--- src/design/fmsp_pkg.sv ---
// ----------------------------------------------------------------------------
// fmsp_pkg
// Shared types, constants and helpers of the file mode string parser.
// ----------------------------------------------------------------------------
package fmsp_pkg;

    // mode masks
    localparam logic [11:0] MODE_ALL  = 12'o7777;
    localparam logic [8:0]  RWX_ALL   = 9'o777;
    localparam logic [8:0]  USER_BITS = 9'o700;
    localparam logic [8:0]  GRP_BITS  = 9'o070;
    localparam logic [8:0]  OTH_BITS  = 9'o007;

    // character codes
    localparam logic [7:0] CH_NUL   = 8'h00;
    localparam logic [7:0] CH_ZERO  = 8'h30;
    localparam logic [7:0] CH_SEVEN = 8'h37;
    localparam logic [7:0] CH_U     = 8'h75;
    localparam logic [7:0] CH_G     = 8'h67;
    localparam logic [7:0] CH_O     = 8'h6f;
    localparam logic [7:0] CH_A     = 8'h61;
    localparam logic [7:0] CH_PLUS  = 8'h2b;
    localparam logic [7:0] CH_MINUS = 8'h2d;
    localparam logic [7:0] CH_EQ    = 8'h3d;
    localparam logic [7:0] CH_R     = 8'h72;
    localparam logic [7:0] CH_W     = 8'h77;
    localparam logic [7:0] CH_X     = 8'h78;
    localparam logic [7:0] CH_COMMA = 8'h2c;

    // who class bits
    localparam logic [2:0] WHO_U   = 3'b100;
    localparam logic [2:0] WHO_G   = 3'b010;
    localparam logic [2:0] WHO_O   = 3'b001;
    localparam logic [2:0] WHO_ALL = 3'b111;

    // permission letter bits
    localparam logic [2:0] PERM_R = 3'b100;
    localparam logic [2:0] PERM_W = 3'b010;
    localparam logic [2:0] PERM_X = 3'b001;

    typedef enum logic [1:0] {
        OP_ADD = 2'd0,
        OP_SUB = 2'd1,
        OP_SET = 2'd2
    } op_t;

    typedef enum logic [1:0] {
        PH_WHO  = 2'd0,
        PH_OP   = 2'd1,
        PH_PERM = 2'd2
    } phase_t;

    typedef struct packed {
        logic [11:0] octal_value;
        logic        octal_ok;
        logic        octal_seen_digit;
        logic [11:0] symbolic_mode;
        logic [2:0]  who_classes;
        logic        who_seen;
        op_t         operator_code;
        logic [2:0]  rwx_bits;
        phase_t      clause_phase;
        logic        symbolic_error;
    } parse_state_t;

    typedef struct packed {
        logic [11:0] new_mode;
        logic        status;
        logic        was_octal;
    } result_t;

    // parse state at the start of a string
    function automatic parse_state_t clear_state(input logic [11:0] mode);
        parse_state_t s;
        s.octal_value      = '0;
        s.octal_ok         = 1'b1;
        s.octal_seen_digit = 1'b0;
        s.symbolic_mode    = mode & MODE_ALL;
        s.who_classes      = '0;
        s.who_seen         = 1'b0;
        s.operator_code    = OP_ADD;
        s.rwx_bits         = '0;
        s.clause_phase     = PH_WHO;
        s.symbolic_error   = 1'b0;
        return s;
    endfunction

endpackage

--- src/design/fmsp_step.sv ---
// ----------------------------------------------------------------------------
// fmsp_step
// Per-character update of the octal and symbolic readings, and the result
// selection on the terminating NUL.
// ----------------------------------------------------------------------------
module fmsp_step
(
    input  fmsp_pkg::parse_state_t state_in,
    input  logic [7:0]             character,
    input  logic                   start_req,
    input  logic [11:0]            current_mode,
    output fmsp_pkg::parse_state_t state_out,
    output logic                   emit,
    output fmsp_pkg::result_t      result
);
    import fmsp_pkg::*;

    // apply the pending clause to a mode
    function automatic logic [11:0] apply_clause(input parse_state_t s);
        logic [8:0]  who;
        logic [8:0]  perms;
        logic [11:0] m;
        who = s.who_seen ? ({9{s.who_classes[2]}} & USER_BITS)
                         | ({9{s.who_classes[1]}} & GRP_BITS)
                         | ({9{s.who_classes[0]}} & OTH_BITS)
                         : RWX_ALL;
        perms = {(who[8:6] != 3'b000) ? s.rwx_bits : 3'b000,
                 (who[5:3] != 3'b000) ? s.rwx_bits : 3'b000,
                 (who[2:0] != 3'b000) ? s.rwx_bits : 3'b000};
        case (s.operator_code)
            OP_ADD:  m = s.symbolic_mode | {3'b000, perms};
            OP_SUB:  m = s.symbolic_mode & ~{3'b000, perms};
            default: m = (s.symbolic_mode & ~{3'b000, who}) | {3'b000, perms};
        endcase
        return m & MODE_ALL;
    endfunction

    parse_state_t s;
    parse_state_t n;
    logic [14:0]  shifted;
    logic [2:0]   perm_letter;

    // octal accumulation candidate
    assign shifted = {s.octal_value, 3'b000} | {12'd0, character[2:0]};

    always_comb
    begin
        perm_letter = 3'b000;
        case (character)
            CH_R:    perm_letter = PERM_R;
            CH_W:    perm_letter = PERM_W;
            CH_X:    perm_letter = PERM_X;
            default: perm_letter = 3'b000;
        endcase
    end

    always_comb
    begin
        s      = start_req ? clear_state(current_mode) : state_in;
        n      = s;
        emit   = 1'b0;
        result = '0;

        if (character != CH_NUL)
        begin
            // octal reading
            if (s.octal_ok)
            begin
                if (character < CH_ZERO || character > CH_SEVEN)
                begin
                    n.octal_ok = 1'b0;
                end
                else
                begin
                    n.octal_seen_digit = 1'b1;
                    if (shifted > {3'b000, MODE_ALL})
                        n.octal_ok = 1'b0;
                    else
                        n.octal_value = shifted[11:0];
                end
            end

            // symbolic reading
            if (!s.symbolic_error)
            begin
                if (s.clause_phase == PH_WHO)
                begin
                    case (character)
                        CH_U:
                        begin
                            n.who_classes = s.who_classes | WHO_U;
                            n.who_seen    = 1'b1;
                        end
                        CH_G:
                        begin
                            n.who_classes = s.who_classes | WHO_G;
                            n.who_seen    = 1'b1;
                        end
                        CH_O:
                        begin
                            n.who_classes = s.who_classes | WHO_O;
                            n.who_seen    = 1'b1;
                        end
                        CH_A:
                        begin
                            n.who_classes = WHO_ALL;
                            n.who_seen    = 1'b1;
                        end
                        CH_PLUS:
                        begin
                            n.operator_code = OP_ADD;
                            n.clause_phase  = PH_OP;
                        end
                        CH_MINUS:
                        begin
                            n.operator_code = OP_SUB;
                            n.clause_phase  = PH_OP;
                        end
                        CH_EQ:
                        begin
                            n.operator_code = OP_SET;
                            n.clause_phase  = PH_OP;
                        end
                        default: n.symbolic_error = 1'b1;
                    endcase
                end
                else if (perm_letter != 3'b000)
                begin
                    n.rwx_bits     = s.rwx_bits | perm_letter;
                    n.clause_phase = PH_PERM;
                end
                else if (character == CH_COMMA && s.clause_phase == PH_PERM)
                begin
                    n.symbolic_mode = apply_clause(s);
                    n.who_classes   = '0;
                    n.who_seen      = 1'b0;
                    n.operator_code = OP_ADD;
                    n.rwx_bits      = '0;
                    n.clause_phase  = PH_WHO;
                end
                else
                begin
                    n.symbolic_error = 1'b1;
                end
            end
        end
        else
        begin
            // end of string: close the last clause and pick the result
            emit = 1'b1;
            if (s.octal_ok && s.octal_seen_digit)
            begin
                result.new_mode  = s.octal_value & MODE_ALL;
                result.status    = 1'b0;
                result.was_octal = 1'b1;
            end
            else if (s.symbolic_error
                     || s.clause_phase == PH_OP
                     || (s.clause_phase == PH_WHO && s.who_seen))
            begin
                result.new_mode  = '0;
                result.status    = 1'b1;
                result.was_octal = 1'b0;
            end
            else
            begin
                result.new_mode  = (s.clause_phase == PH_PERM) ? apply_clause(s)
                                                               : s.symbolic_mode;
                result.status    = 1'b0;
                result.was_octal = 1'b0;
            end
            n = clear_state(12'd0);
        end
    end

    assign state_out = n;

endmodule

--- src/design/file_mode_string_parser.sv ---
// ----------------------------------------------------------------------------
// file_mode_string_parser
// Parses a chmod-style mode string, one character per word, in octal and
// symbolic form at once, and gives the resulting mode on the closing NUL.
// ----------------------------------------------------------------------------
// Usage:
//   The slave side takes one character per word with the file's current
//   mode; tuser marks the first character of a string and reloads the
//   parse state from current_mode. A NUL character ends the string and
//   yields one result word on the master side; other characters yield none.
//   Throughput is one character per cycle while s_axis_tready is high: the
//   parse state register is updated by one level of character decode and clause logic per word.
//   The result word of an accepted NUL is registered before it is offered.
//   The result sits in an output register backed by one skid register, so
//   characters keep flowing while a result waits; s_axis_tready drops only
//   when both hold a result the receiver has not yet taken.
//   Reset clears the parse state (mode zero, octal reading armed) and
//   empties both result registers.
// ----------------------------------------------------------------------------
module file_mode_string_parser
(
    input  logic        clk,
    input  logic        rst_n,
    input  logic        s_axis_tvalid,
    output logic        s_axis_tready,
    input  logic [23:0] s_axis_tdata,   // character[7:0], current_mode[19:8], zero
    input  logic        s_axis_tuser,   // start_req
    output logic        m_axis_tvalid,
    input  logic        m_axis_tready,
    output logic [15:0] m_axis_tdata,   // new_mode[11:0], zero
    output logic [1:0]  m_axis_tuser    // status[0], was_octal[1]
);
    import fmsp_pkg::*;

    parse_state_t state_reg;
    parse_state_t state_next;
    logic         emit;
    result_t      step_result;
    logic         out_valid_reg;
    result_t      out_data_reg;
    logic         skid_valid_reg;
    result_t      skid_data_reg;
    logic         in_accept;
    logic         emit_now;
    logic         out_free;

    // per-character update
    fmsp_step u_step
    (
        .state_in     (state_reg),
        .character    (s_axis_tdata[7:0]),
        .start_req    (s_axis_tuser),
        .current_mode (s_axis_tdata[19:8]),
        .state_out    (state_next),
        .emit         (emit),
        .result       (step_result)
    );

    assign s_axis_tready = !skid_valid_reg;
    assign in_accept     = s_axis_tvalid && s_axis_tready;
    assign emit_now      = in_accept && emit;
    assign out_free      = !out_valid_reg || m_axis_tready;

    // parse state and result valid flags
    always_ff @(posedge clk or negedge rst_n)
    begin
        if (!rst_n)
        begin
            state_reg      <= clear_state(12'd0);
            out_valid_reg  <= 1'b0;
            skid_valid_reg <= 1'b0;
        end
        else
        begin
            if (in_accept)
                state_reg <= state_next;
            if (out_free)
            begin
                if (skid_valid_reg)
                begin
                    out_valid_reg  <= 1'b1;
                    skid_valid_reg <= 1'b0;
                end
                else
                begin
                    out_valid_reg <= emit_now;
                end
            end
            else if (emit_now)
            begin
                skid_valid_reg <= 1'b1;
            end
        end
    end

    // result payload
    always_ff @(posedge clk)
    begin
        if (out_free)
        begin
            if (skid_valid_reg)
                out_data_reg <= skid_data_reg;
            else if (emit_now)
                out_data_reg <= step_result;
        end
        else if (emit_now)
        begin
            skid_data_reg <= step_result;
        end
    end

    assign m_axis_tvalid = out_valid_reg;
    assign m_axis_tdata  = {4'd0, out_data_reg.new_mode};
    assign m_axis_tuser  = {out_data_reg.was_octal, out_data_reg.status};

    // checks
    a_skid_behind_out: assert property (@(posedge clk) disable iff (!rst_n)
        skid_valid_reg |-> out_valid_reg)
        else $error("skid register holds a result while the output is empty");

    a_clear_after_nul: assert property (@(posedge clk) disable iff (!rst_n)
        (in_accept && s_axis_tdata[7:0] == CH_NUL) |=>
        (state_reg.octal_ok && !state_reg.symbolic_error
         && state_reg.clause_phase == PH_WHO && state_reg.symbolic_mode == 12'd0))
        else $error("parse state not cleared after end of string");

    a_octal_is_valid: assert property (@(posedge clk) disable iff (!rst_n)
        (m_axis_tvalid && m_axis_tuser[1]) |-> !m_axis_tuser[0])
        else $error("octal result flagged invalid");

    a_invalid_zero: assert property (@(posedge clk) disable iff (!rst_n)
        (m_axis_tvalid && m_axis_tuser[0]) |-> (m_axis_tdata[11:0] == 12'd0))
        else $error("invalid result carries a mode");

    a_no_result_mid_string: assert property (@(posedge clk) disable iff (!rst_n)
        (in_accept && s_axis_tdata[7:0] != CH_NUL && !m_axis_tvalid) |=>
        !m_axis_tvalid)
        else $error("result produced by a non-terminating character");

endmodule

--- config.mk ---
export PLATFORM = sky130hd
export DESIGN_NAME = file_mode_string_parser
export DESIGN_NICKNAME = d
export VERILOG_FILES = /design/src/design/fmsp_pkg.sv /design/src/design/fmsp_step.sv /design/src/design/file_mode_string_parser.sv
export SDC_FILE = /design/constraint.sdc
export NUM_CORES = 1
export LEC_CHECK = 0
export ABC_AREA = 1
export BUFFER_PORTS_ARGS = -buffer_cell sky130_fd_sc_hd__buf_2
export CORE_MARGIN = 5
export CORE_UTILIZATION = 53
export CTS_CLUSTER_DIAMETER = 100
export CTS_CLUSTER_SIZE = 10
export DETAILED_ROUTE_END_ITERATION = 12
export PLACE_DENSITY = 0.77
export SETUP_SLACK_MARGIN = 0.2
export SYNTH_ARGS = -nofsm -noshare
export SYNTH_HDL_FRONTEND = slang
export SYNTH_SLANG_ARGS = --single-unit
export TNS_END_PERCENT = 1
--- constraint.sdc ---
create_clock -name clk -period 1.8 [get_ports clk]
set_input_delay 0.18 -clock clk [delete_from_list [all_inputs] [get_ports clk]]
set_output_delay 0.18 -clock clk [all_outputs]
set_load 0.01 [all_outputs]
Yosys cells after proc, flatten, opt, wreduce, memory -nomap -nowiden. Index checks and enable logic that the tools add are counted.

$mul: 0. Reductions and logical operators: 24. Mux-type cells: 38. Bitwise operators: 11. Divide/modulo/power cells: 0. Shifts and indexed selects: 0. Magnitude comparators: 3. Add/sub/neg operators: 0. Eq/ne operators: 14.

Operators with widths (number): $mux W14 (6); $mux W38 (2); $eq A8 B7 Y1 const B (7); $mux W12 (4); $eq A8 B6 Y1 const B (4); $and A12 B12 Y12 (2); $mux W24 (1); $not A9 Y12 (2); $or A12 B9 Y12 (2); $pmux W12 S2 (1); $mux W23 (1); $mux W18 (1); $pmux W4 S4 (1); $gt A15 B12 Y1 const B (1); $mux W3 (5); $or A15 B3 Y15 (1); $reduce_bool A3 Y1 (4); $mux W1 (10); $mux W9 (1); $or A9 B3 Y9 (1); $or A9 B6 Y9 (1); $pmux W3 S3 (1); $gt A8 B6 Y1 const B (1); $lt A8 B6 Y1 const B (1); other kinds (17) (29).

Memory bits (writable): 0. Bits of input ports: 29. Bits in latches: 0. Memories: 0. Output and inout bits: 20. Flip-flop bits (word level): 68. Logic and storage cells: 108. Memory bits (read-only): 0.

Longest topological paths before layout. Gate-level depths: netlist of run 1.

Depth after elaboration: 15. Gate-level depth with buffers: 13. Depth with buffers taken out: 12.

By module. Synthesis of run 1 repeated with hierarchy kept, for this count alone.

Cell total of the unflattened synthesis: 609. Area, all modules: 4226.6 µm².

Modules (own cells, without submodules): file_mode_string_parser (area each 2663.8 µm², cells an instance 256, seq. area each 1843.0 µm², instances 1); fmsp_step (area each 1562.7 µm², cells an instance 353, seq. area each 0.0 µm², instances 1).

Worst setup path after synthesis of run 1. Ideal clock, no wire load.

Path type: input to register. Start: in s_axis_tdata[3]. End: reg out_data_reg (netlist bit m_axis_tdata[0]), enable pin. Buffers on the path: 1. Stages: 6. Setup time: 0.389 ns. Arrival time: 1.572 ns. Setup slack: -0.162 ns. Required time: 1.411 ns. Path through: buf_2 -> nor2_1 -> nand2_1 -> nor2_2 -> nand2_1 -> a21oi_1.

Cells in the longest elaborated chain, start to end: 5.

Ends and longest elaborated chain: from (decl) (RTL line file_mode_string_parser.sv:26) `input logic [23:0] s_axis_tdata,`; $reduce_bool A8 Y1 (RTL line fmsp_step.sv:64) `if (character != CH_NUL)`; $mux W1 (RTL line fmsp_step.sv:64); $logic_and A1 B1 Y1 (RTL line file_mode_string_parser.sv:61) `assign emit_now = in_accept && emit;`; $reduce_bool A2 Y1 (no source line); $reduce_and A2 Y1 (no source line); to (signal assigned) (RTL line file_mode_string_parser.sv:102) `out_data_reg <= skid_data_reg;`; to (signal assigned) (RTL line file_mode_string_parser.sv:104) `out_data_reg <= step_result;`; to (decl) (RTL line file_mode_string_parser.sv:40) `result_t out_data_reg;`.

No other way between the ends. A chain may end at the register's enable or synchronous reset.

Final worst setup path of run 1.
Start: reg skid_valid_reg. End: reg state_reg[20] (netlist name).

Cells in the longest elaborated chain, start to end: 2.

Ends and longest elaborated chain: from (decl) (RTL line file_mode_string_parser.sv:41) `logic skid_valid_reg;`; from (signal assigned) (RTL line file_mode_string_parser.sv:71) `skid_valid_reg <= 1'b0;`; from (signal assigned) (RTL line file_mode_string_parser.sv:82) `skid_valid_reg <= 1'b0;`; from (signal assigned) (RTL line file_mode_string_parser.sv:91) `skid_valid_reg <= 1'b1;`; $logic_not A1 Y1 (RTL line file_mode_string_parser.sv:59) `assign s_axis_tready = !skid_valid_reg;`; $logic_and A1 B1 Y1 (RTL line file_mode_string_parser.sv:60) `assign in_accept = s_axis_tvalid && s_axis_tready;`; to (signal assigned) (RTL line file_mode_string_parser.sv:69) `state_reg <= clear_state(12'd0);`; to (signal assigned) (RTL line file_mode_string_parser.sv:76) `state_reg <= state_next;`; to (decl) (RTL line file_mode_string_parser.sv:35) `parse_state_t state_reg;`.

No other way between the ends.

==> summary.md, run 1 <==
- **gate count of the mapped netlist** 572
- **clock tree skew after final layout** 9.836 ps
- **Yosys reg bits** 68
- **overall die width** 98.04 um
- **type of the worst setup path** flip-flop to flip-flop
- **maximum capacitance violations** 0
- **number of cells in the finished layout apart from fillers** 747
- **Critical Path Start** skid_valid_reg
- **area fraction of the dominant cell type after synthesis** 23.76%
- **sink count of the clock tree** 68
- **TritonCTS clock tree** done
- **final core utilization** 64.64%
- **maximum root-to-sink buffer count** 2
- **Vias** 4,013
- **post-synthesis share of cell area spent on xor and xnor gates** 0%
- **status** finished clean
- **share of the synthesized area in compound gates (AO/OA/AOI/OAI)** 8.864%
- **clock share of power** 38.0%
- **count of TritonRoute iterations in the first routing pass** 5
- **maximum number of pins on one net before global-route repair** 27
- **unrepaired setup endpoints after global routing** yes
- **critical path endpoint category** flip-flop
- **post-layout min period** 1558 ps
- **Antenna Violating Nets Remaining** 0
- **height of the die** 98.04 um
- **Worst Min Path Start** m_axis_tready
- **switching component of the power** 902.1 uW
- **area used by multi-input combinational logic** 2049 um^2
- **DRC violation count after routing** 0
- **final std cell area, no fill** 4943 um^2
- **share of layout cells above drive strength 1** 22.17%
- **die area** 9611 um^2
- **count of cell types in the netlist** 31
- **Final Hold Violating Endpoints** 0
- **1st-iter DRT viols** 352
- **sequential fraction of design power** 50.0%
- **number of placed I/O pins** 49
- **net count of the finished layout** 669
- **final-layout fill cell count** 675
- **library cell used as clock root buffer** clkbuf_8
- **worst endpoint data arrival time** 1830 ps
- **WL final** 10,870 um
- **Power Internal** 2.462 mW
- **power share of the combinational group** 12.0%
- **final count of negative-setup-slack endpoints** 0
- **placed cell count** 720
- **peak supply drop** 0.0003832 V
- **commonest cells in the synthesized netlist** nand2_1 (214), inv_1 (53), nand3_1 (52), nor2_1 (50), dfrtp_1 (39)
- **top cells by area in the synthesized netlist** dfrtp_1 (24%), edfxtp_1 (20%), nand2_1 (20%)
- **count of warnings emitted by yosys** 0
- **post-detailed-placement cell area** 4547 um^2
- **number of CTS-inserted buffers** 9
- **antenna diode count** 0
- **wire length of the first global-routing pass** 17,730 um
- **final worst-path cycle share** 86.56%
- **Post-Synth Simple-Gate Area** 37.71%
- **number of global-route vias before repair** 3,829
- **via density per instance** 5.372
- **proportion of synthesized chip area in sequential cells** 44.87%
- **number of flip-flops under the largest register name** 38
- **slew margin rel.** 47.17%
- **start of the worst register-to-register path** skid_valid_reg
- **number of standard-cell rows in the floorplan** 32
- **count of H-tree levels built during CTS** 3
- **peak clock frequency supported by timing** 0.6418 GHz
- **total global routing track utilization** 22.68%
- **fraction of power spent switching nets** 26.82%
- **cell with the most instances after synthesis** nand2_1
- **CTS clk-pin slew, worst paths** 70 ps
- **Sequential Area** 1846 um^2
- **Pwr Density** 680.4 nW/um^2
- **Post-Syn Area** 4108 um^2
- **IO Port Bufs** 40
- **main combinational cell family by area after synthesis** simple AND/OR/NAND/NOR gates
- **most frequently used flop master after synthesis** dfrtp_1
- **worst-margin pin slew** 791.6 ps
- **final hold slack** 183.4 ps
- **Post-synth EDFFs** 28
- **worst hold path class** primary input to flip-flop
- **fraction of synthesized area in multiplexers** 0%
- **adder and majority gate portion of the synthesized area** 0%
- **largest fanout on the critical path** 14
- **core footprint** 7647 um^2
- **weighted congestion reported at the end of routability-driven placement** 0.9027
- **static leakage** 2.416 nW
- **category of the worst setup path launch point** flip-flop
- **data required time of the worst path** 2070 ps
- **antenna violations before repair** 0
- **routed wirelength normalized by instance count** 14.55 um
- **Layout area overhead** 20.35%
- **Remaining Overflow, GRT** 0
- **cell taking the most area after synthesis** dfrtp_1
- **async set-reset flop share out of synthesis** 58.82%
- **Detailed Place HPWL** 7667 um
- **insertion delay to the later sink of the worst-skew pair** 350 ps
- **fin. max-slew vios** 0
- **average size of a mapped cell** 7.181 um^2
- **initial standard-cell utilization of the core** 53.71%
[power groups by stage]
stage               sequential, mW  clock [mW]  combinational (mW)
floorplan                     1.70           0               0.244
global placement              1.71           0               0.359
detailed placement            1.71           0               0.369
CTS                           1.68        1.29               0.379
global route                  1.69        1.37               0.449
finish                        1.68        1.28               0.403
[logic make-up after synthesis]
| family | after synthesis |
|---|---|
| AOI/OAI and AO/OA | 65 |
| buffers and inverters | 78 |
| DFF | 68 |
| other | 1 |
| and+or+nand+nor | 360 |
[stage by stage]
stage / total power [mW] / setup TNS [ps] / setup WS, ps
2_1_floorplan: 1.948 / 0 / 129.0
3_3_place_gp: 2.068 / -226.7 / -58.28
3_5_place_dp: 2.079 / -1695 / -179.9
4_1_cts: 3.351 / 0 / 119.3
5_1_grt: 3.504 / 0 / 130.3
6_report: 3.364 / 0 / 242.0
[layer usage]
metal | share of wire, % | global-route usage [%] | wire length (um)
met1 | 44 | 31.24 | 4738
met3 | 6.8 | 4.500 | 736
met2 | 48 | 36.07 | 5188
met4 | 1.9 | 7.348 | 208
met5 | 0 | 0 | 0
[final cells by class]
class                      instances  share of cell area (%)
clock buffer                      10                   2.784
inverter                          57                   4.429
tap                              102                   2.582
sequential                        68                   37.33
multi-input combinational        431                   41.46
clock inverter                     6                   1.291
timing repair buffer              73                   10.12
[cells in the final DEF (no fill, tap or decap), drive strengths merged]
master,n
nand2,219
buf,72
nor2,59
inv,57
nand3,56
o21ai,40
dfrtp,39
edfxtp,28
nor3,15
a21oi,11
or2,11
clkbuf,10
o211ai,8
o22ai,6
conb,4
clkinv,3
clkinvlp,2
nand4,1
nand3b,1
bufinv,1
dlygate4sd3,1
dfstp,1
[worst max-delay path: stages (launching register included)]
cell and delay (ps):
dfrtp_1 390, inv_2 70, nand2_2 110, nor2_2 630, o211ai_1 180, o21ai_1 110
[repair_timing]
action / in CTS / in global routing
gates resized for setup: 0 / 27
setup endpoints to repair: 32 / 69
pin swaps: 1 / 13
endpoints found under the hold margin: 20 / 0
hold buffers: 1 / 0
setup buffers: 2 / 6
cloned: 1 / 1
[worst paths after layout]
| path | cells past startpoint | end | slack [ps] |
|---|---|---|---|
| max in group asynchronous | 3 | state_reg[31] | 900 |
| max reg2reg | 5 | state_reg[20] | 240 |
| min reg2reg | 2 | state_reg[11] | 490 |
| min in group asynchronous | 2 | state_reg[3] | 340 |
| min | 4 | skid_valid_reg | 180 |
| max | 5 | state_reg[20] | 240 |
Power figures use the tool's default switching activity.
==> inputs of run 2 (changes only) <==
PLACE_DENSITY = 0.76   (was 0.77)
SYNTH_HIERARCHICAL = 1   (was default)
==> run 2 against run 1 <==
Worst hold slack worse by 34 ps. Die area is 2.6% higher. First-iteration DRC count is 3.7% lower. Via count is 4.2% higher. Design area is 2.3% higher. Global-route usage is 0.17 points higher. Total power is 1.2% higher. Critical path type unchanged. Critical endpoint is now m_axis_tdata[0]. Largest power group unchanged.
==> summary.md, run 2 <==
- **async set-reset flop share out of synthesis** 58.82%
- **slew margin rel.** 50.77%
- **library cell used as clock root buffer** clkbuf_8
- **most frequently used flop master after synthesis** dfrtp_1
- **average size of a mapped cell** 6.940 um^2
- **cell taking the most area after synthesis** nand2_1
- **maximum single-stage delay on the critical path** 370 ps
- **die area** 9860 um^2
- **sink count of the clock tree** 68
- **maximum number of pins on one net before global-route repair** 41
- **insertion delay to the later sink of the worst-skew pair** 360 ps
- **maximum root-to-sink buffer count** 2
- **net count of the finished layout** 713
- **leading cell type in the layout, fill and taps excluded** nand2_1
- **1st-iter DRT viols** 339
- **share of layout cells above drive strength 1** 21.63%
- **post-detailed-placement cell area** 4728 um^2
- **maximum capacitance violations** 0
- **WL final** 11,150 um
- **Yosys reg bits** 68
- **Pwr Density** 673.1 nW/um^2
- **Power Total** 3.402 mW
- **final worst slack** 174.7 ps
- **commonest cells after routing, fill and taps aside** nand2_1 (250), nor2_1 (69), nand3_1 (50), buf_4 (48), buf_2 (40)
- **number of flip-flops under the largest register name** 38
- **buffers and inverters on the worst path** 1
- **CTS clk-pin slew, worst paths** 90 ps
- **placed cell count** 772
- **post-placement setup slack** 30.31 ps
- **number of placed I/O pins** 49
- **initial standard-cell utilization of the core** 54.41%
- **final std cell area, no fill** 5055 um^2
- **worst-margin pin slew** 735.9 ps
- **final core utilization** 65.08%
- **category of the worst setup path launch point** flip-flop
- **cell with the most instances after synthesis** nand2_1
- **gate count of the mapped netlist** 609
- **number of CTS-inserted buffers** 9
- **clock tree skew after final layout** 16.20 ps
- **number of global-route vias before repair** 3,816
- **cell type of the slowest stage on the worst timing path** dfrtp_1
- **number of standard-cell rows in the floorplan** 32
- **peak supply drop** 0.0003970 V
- **core footprint** 7767 um^2
- **DRC violation count after routing** 0
- **largest fanout on the critical path** 4
- **count of cell types in the netlist** 32
- **Remaining Overflow, GRT** 0
- **Vias** 4,182
- **Detailed Place HPWL** 8099 um
- **count of warnings emitted by yosys** 6
- **unrepaired setup endpoints after global routing** yes
- **peak clock frequency supported by timing** 0.6153 GHz
- **wire length of the first global-routing pass** 18,230 um
- **weighted congestion reported at the end of routability-driven placement** 0.8980
- **antenna violations before repair** 0
- **worst endpoint data arrival time** 1730 ps
- **final count of negative-setup-slack endpoints** 0
- **routed wirelength normalized by instance count** 14.10 um
- **static leakage** 2.528 nW
- **Layout area overhead** 19.60%
- **commonest cells in the synthesized netlist** nand2_1 (261), nor2_1 (74), nand3_1 (50), inv_1 (41), dfrtp_1 (39)
- **TritonCTS clock tree** done
- **total global routing track utilization** 22.85%
- **antenna diode count** 0
- **most common cell type on the critical path** nand2_1
- **number of cells in the finished layout apart from fillers** 791
- **status** finished clean
- **list of cells traversed by the critical path** inv_2 > nor2_4 > nand2_2 > nand2_2 > nand2_1 > o31ai_2 > nand2_1 > nand2_1 > nand2_1 > nand2_1 > nand2_1
- **final worst-path cycle share** 90.30%
- **post-layout min period** 1625 ps
- **overall die width** 99.30 um
- **data required time of the worst path** 1900 ps
- **proportion of synthesized chip area in sequential cells** 43.61%
- **critical path endpoint category** flip-flop
- **Final Hold Violating Endpoints** 0
- **count of H-tree levels built during CTS** 3
- **Post-Syn Area** 4227 um^2
- **count of TritonRoute iterations in the first routing pass** 5
- **worst hold path class** primary input to flip-flop
- **height of the die** 99.30 um
- **IO Port Bufs** 40
- **fin. max-slew vios** 0
- **top cells by area in the synthesized netlist** nand2_1 (23%), dfrtp_1 (23%), edfxtp_1 (20%)
- **Post-synth EDFFs** 28
- **via density per instance** 5.287
- **gate family responsible for the most delay along the worst path** simple AND/OR/NAND/NOR gates
- **final-layout fill cell count** 704
- **type of the worst setup path** flip-flop to flip-flop
- **area fraction of the dominant cell type after synthesis** 23.18%
- **final hold slack** 149.0 ps
- **total negative slack** 0 ps
- **Antenna Violating Nets Remaining** 0
-- run 2: cell types whose count changed after synthesis, sizes merged, moves of 5 or more --
| cell | before | now |
|---|---|---|
| nor3 | 15 | 3 |
| o31ai | 0 | 5 |
| nand3 | 56 | 51 |
| nand2 | 218 | 266 |
| a21oi | 11 | 16 |
| inv | 57 | 47 |
| o211ai | 8 | 1 |
| or2 | 11 | 0 |
| o21ai | 40 | 23 |
| buf | 16 | 24 |
| nor2 | 58 | 79 |
-- run 2: final timing paths --
kind / start / endpoint / slack (ps) / depth (start not counted)
max in group asynchronous: rst_n / state_reg[28] / 990 / 3
setup / recovery: state_reg[8] / m_axis_tdata[0] / 170 / 11
hold reg to reg: state_reg[17] / state_reg[17] / 470 / 2
min in group asynchronous: rst_n / state_reg[6] / 430 / 3
hold / removal: m_axis_tready / skid_valid_reg / 150 / 4
setup reg to reg: state_reg[8] / m_axis_tdata[0] / 170 / 11
-- run 2: worst register-to-register path: stages, from the launching register on --
cell and delay, ps:
dfrtp_1 370, inv_2 60, nor2_4 200, nand2_2 140, nand2_2 100, nand2_1 70, o31ai_2 80, nand2_1 80
nand2_1 80, nand2_1 80, nand2_1 70, nand2_1 50
-- run 2: cell type report --
cell class	instances	area, um^2	area share, %
Clock buffer	9	123.9	2.450
Clock inverter	7	81.33	1.609
Inverter	47	186.4	3.688
Multi-Input combinational cell	468	2102	41.58
Sequential cell	68	1843	36.46
Tap cell	102	127.6	2.525
Timing Repair Buffer	90	590.6	11.68
-- run 2: routing by layer --
layer  global-route usage, %  wire length [um]  vias to the layer above  part of all wire [%]
li1                        -                 -                     2080                     -
met1                   31.08              4986                     1942                    45
met2                   38.33              5406                      144                    48
met3                   2.525               603                       16                   5.4
met4                   7.248               156                        0                   1.4
met5                       0                 0                        -                     0
-- run 2: power by group --
part	leakage (nW)	total, mW	switching, mW	internal [mW]
Clock	0.101	1.34	0.679	0.662
Combinational	1.65	0.390	0.238	0.151
Sequential	0.780	1.67	0.0259	1.65
Total	2.53	3.40	0.943	2.46
-- run 2: cells by family after synthesis --
kind of cell | count (synthesis) | share of synthesized area, %
multiplexers | 3 | 0.7105
AND/OR/NAND/NOR | 403 | 38.57
buffers and inverters | 76 | 9.207
flip-flops | 68 | 43.61
AO/OA/AOI/OAI | 58 | 7.815
other | 1 | 0.08872
-- run 2: what timing repair did --
action | 4_1_cts | 5_1_grt
setup buffers | 1 | 1
endpoints found under the setup margin | 11 | 54
resized for setup | 6 | 27
hold buffers | 1 | 0
endpoints found under the hold margin | 39 | 0
pin swaps | 0 | 4
==> inputs of run 3 (changes only) <==
PLACE_DENSITY = 0.86   (was 0.76)
==> run 3 against run 2 <==
Largest cell class unchanged. Die area unchanged. Design area decreased by 0.82%. Register-to-register slack worse by 50 ps. Global-route usage rose by 0.56 points. First-iteration DRC count increased by 50%. Largest power group unchanged. Wire length up 1.8%. Sequential power barely moved. Utilization is 0.53 points lower. Final cell count fell by 0.88%. Flip-flop and latch count did not move. Combinational power is essentially flat.
==> summary.md, run 3 (synthesis results as in run 2) <==
- **status** finished clean
- **number of flip-flops under the largest register name** 38
- **category of the worst setup path launch point** flip-flop
- **Critical Path Start** state_reg[8]
- **post-detailed-placement cell area** 4673 um^2
- **WL final** 11,360 um
- **unrepaired setup endpoints after global routing** yes
- **sink count of the clock tree** 68
- **Detailed Place HPWL** 7998 um
- **insertion delay to the later sink of the worst-skew pair** 360 ps
- **maximum capacitance violations** 0
- **share of layout cells above drive strength 1** 20.53%
- **Power Internal** 2.460 mW
- **critical path endpoint category** flip-flop
- **met3 routed WL** 964 um
- **Routed met1 length** 4587 um
- **final hold slack** 127.1 ps
- **via density per instance** 5.490
- **count of TritonRoute iterations in the first routing pass** 8
- **final std cell area, no fill** 5014 um^2
- **largest fanout on the critical path** 4
- **net count of the finished layout** 706
- **highest metal layer with signal wires** met4
- **peak clock frequency supported by timing** 0.5972 GHz
- **power share of the combinational group** 11.5%
- **number of placed I/O pins** 49
- **CTS clk-pin slew, worst paths** 90 ps
- **maximum single-stage delay on the critical path** 380 ps
- **list of cells traversed by the critical path** inv_2 > nor2_4 > nand2_2 > nand2_1 > nand2_1 > o31ai_2 > nand2_1 > nand2_1 > nand2_1 > nand2_1 > nand2_1
- **die area** 9860 um^2
- **peak supply drop** 0.0003037 V
- **worst r2r dst** m_axis_tdata[1]
- **library cell used as clock root buffer** clkbuf_8
- **total negative slack** 0 ps
- **cell type of the slowest stage on the worst timing path** dfrtp_1
- **start of the worst register-to-register path** state_reg[8]
- **count of H-tree levels built during CTS** 3
- **gate family responsible for the most delay along the worst path** simple AND/OR/NAND/NOR gates
- **capturing element of the worst setup path** m_axis_tdata[1]
- **IO Port Bufs** 40
- **maximum number of pins on one net before global-route repair** 32
- **switching component of the power** 935.7 uW
- **routed wirelength normalized by instance count** 14.49 um
- **data required time of the worst path** 1920 ps
- **number of standard-cell rows in the floorplan** 32
- **DRC violation count after routing** 0
- **wire length of the first global-routing pass** 18,450 um
- **final worst-path cycle share** 93.03%
- **routed wl met2** 5473 um
- **antenna violations before repair** 0
- **Antenna Violating Nets Remaining** 0
- **most common cell type on the critical path** nand2_1
- **commonest cells after routing, fill and taps aside** nand2_1 (252), nor2_1 (70), nand3_1 (50), buf_2 (40), buf_4 (40)
- **leading cell type in the layout, fill and taps excluded** nand2_1
- **Pwr Density** 677.3 nW/um^2
- **weighted congestion reported at the end of routability-driven placement** 0.9201
- **path depth of the worst reg2reg path** 11
- **Vias** 4,304
- **Remaining Overflow, GRT** 0
- **Final Hold Violating Endpoints** 0
- **1st-iter DRT viols** 507
- **TritonCTS clock tree** done
- **worst hold path class** primary input to flip-flop
- **fraction of power spent switching nets** 27.56%
- **number of CTS-inserted buffers** 9
- **initial standard-cell utilization of the core** 54.41%
- **worst endpoint data arrival time** 1790 ps
- **antenna diode count** 0
- **final worst slack** 125.4 ps
- **post-layout min period** 1675 ps
- **Layout area overhead** 18.62%
- **maximum root-to-sink buffer count** 2
- **flop-to-flop setup slack** 130 ps
- **height of the die** 99.30 um
- **post-placement setup slack** 32.43 ps
- **total global routing track utilization** 23.41%
- **clock tree skew after final layout** 10.00 ps
- **static leakage** 2.499 nW
- **sequential fraction of design power** 49.3%
- **final count of negative-setup-slack endpoints** 0
- **type of the worst setup path** flip-flop to flip-flop
- **fin. max-slew vios** 0
- **core footprint** 7767 um^2
- **number of global-route vias before repair** 3,971
- **clock share of power** 39.2%
- **overall die width** 99.30 um
- **number of stages on the worst setup path** 11
- **buffers and inverters on the worst path** 1
run 3: changes by cell type in the layout (fill, tap and decap cells not counted), sizes merged:
cell,delta
buf,-7
clkinvlp,+1
clkinv,-1
run 3: cell type report:
class / instances / area [um^2]
clock buffer: 9 / 123.9
fill: 677 / 2754
inverter: 47 / 186.4
tap: 102 / 127.6
multi-input combinational: 468 / 2100
timing repair buffer: 83 / 550.5
clock inverter: 7 / 82.58
sequential: 68 / 1843
run 3: worst min-delay path by stage:
stage	startpoint	to	slack, ps	cells past startpoint
2_1_floorplan	rst_n	m_axis_tvalid	-120	0
3_3_place_gp	rst_n	state_reg[6]	160	1
3_5_place_dp	rst_n	state_reg[6]	150	1
4_1_cts	m_axis_tready	skid_valid_reg	110	4
5_1_grt	m_axis_tready	skid_valid_reg	120	4
6_report	m_axis_tready	skid_valid_reg	130	4
run 3: power by group through the flow:
stage	clock [mW]	sequential, mW	combinational (mW)
after global routing	1.43	1.68	0.436
after floorplan	0	1.70	0.242
after global placement	0	1.70	0.351
final	1.33	1.67	0.390
after detailed placement	0	1.70	0.362
after CTS	1.35	1.67	0.374
run 3: repair_timing:
item,CTS,global route
gates cloned,0,0
endpoints found under the setup margin,26,46
pin swaps,1,4
endpoints found under the hold margin,18,0
resized for setup,11,18
setup buffers,3,1
hold buffers,1,0
run 3: stage by stage:
step                      cells  util [%]  power (mW)
after floorplan             612         -       1.940
after global placement      763     60.16       2.054
after detailed placement    763     60.16       2.067
after CTS                   783     63.72       3.398
after global routing        784     64.55       3.546
final                       784     64.55       3.396
run 3: per-layer routing:
layer | GRT usage, % | vias up
met5 | 0 | -
met4 | 9.454 | 0
met3 | 3.857 | 34
met2 | 39.72 | 229
met1 | 29.78 | 1976
li1 | - | 2065
run 3: worst min-delay path, delay by kind of cell:
family	cells	cell delay, ps
buffers and inverters	2	100
and+or+nand+nor	2	160
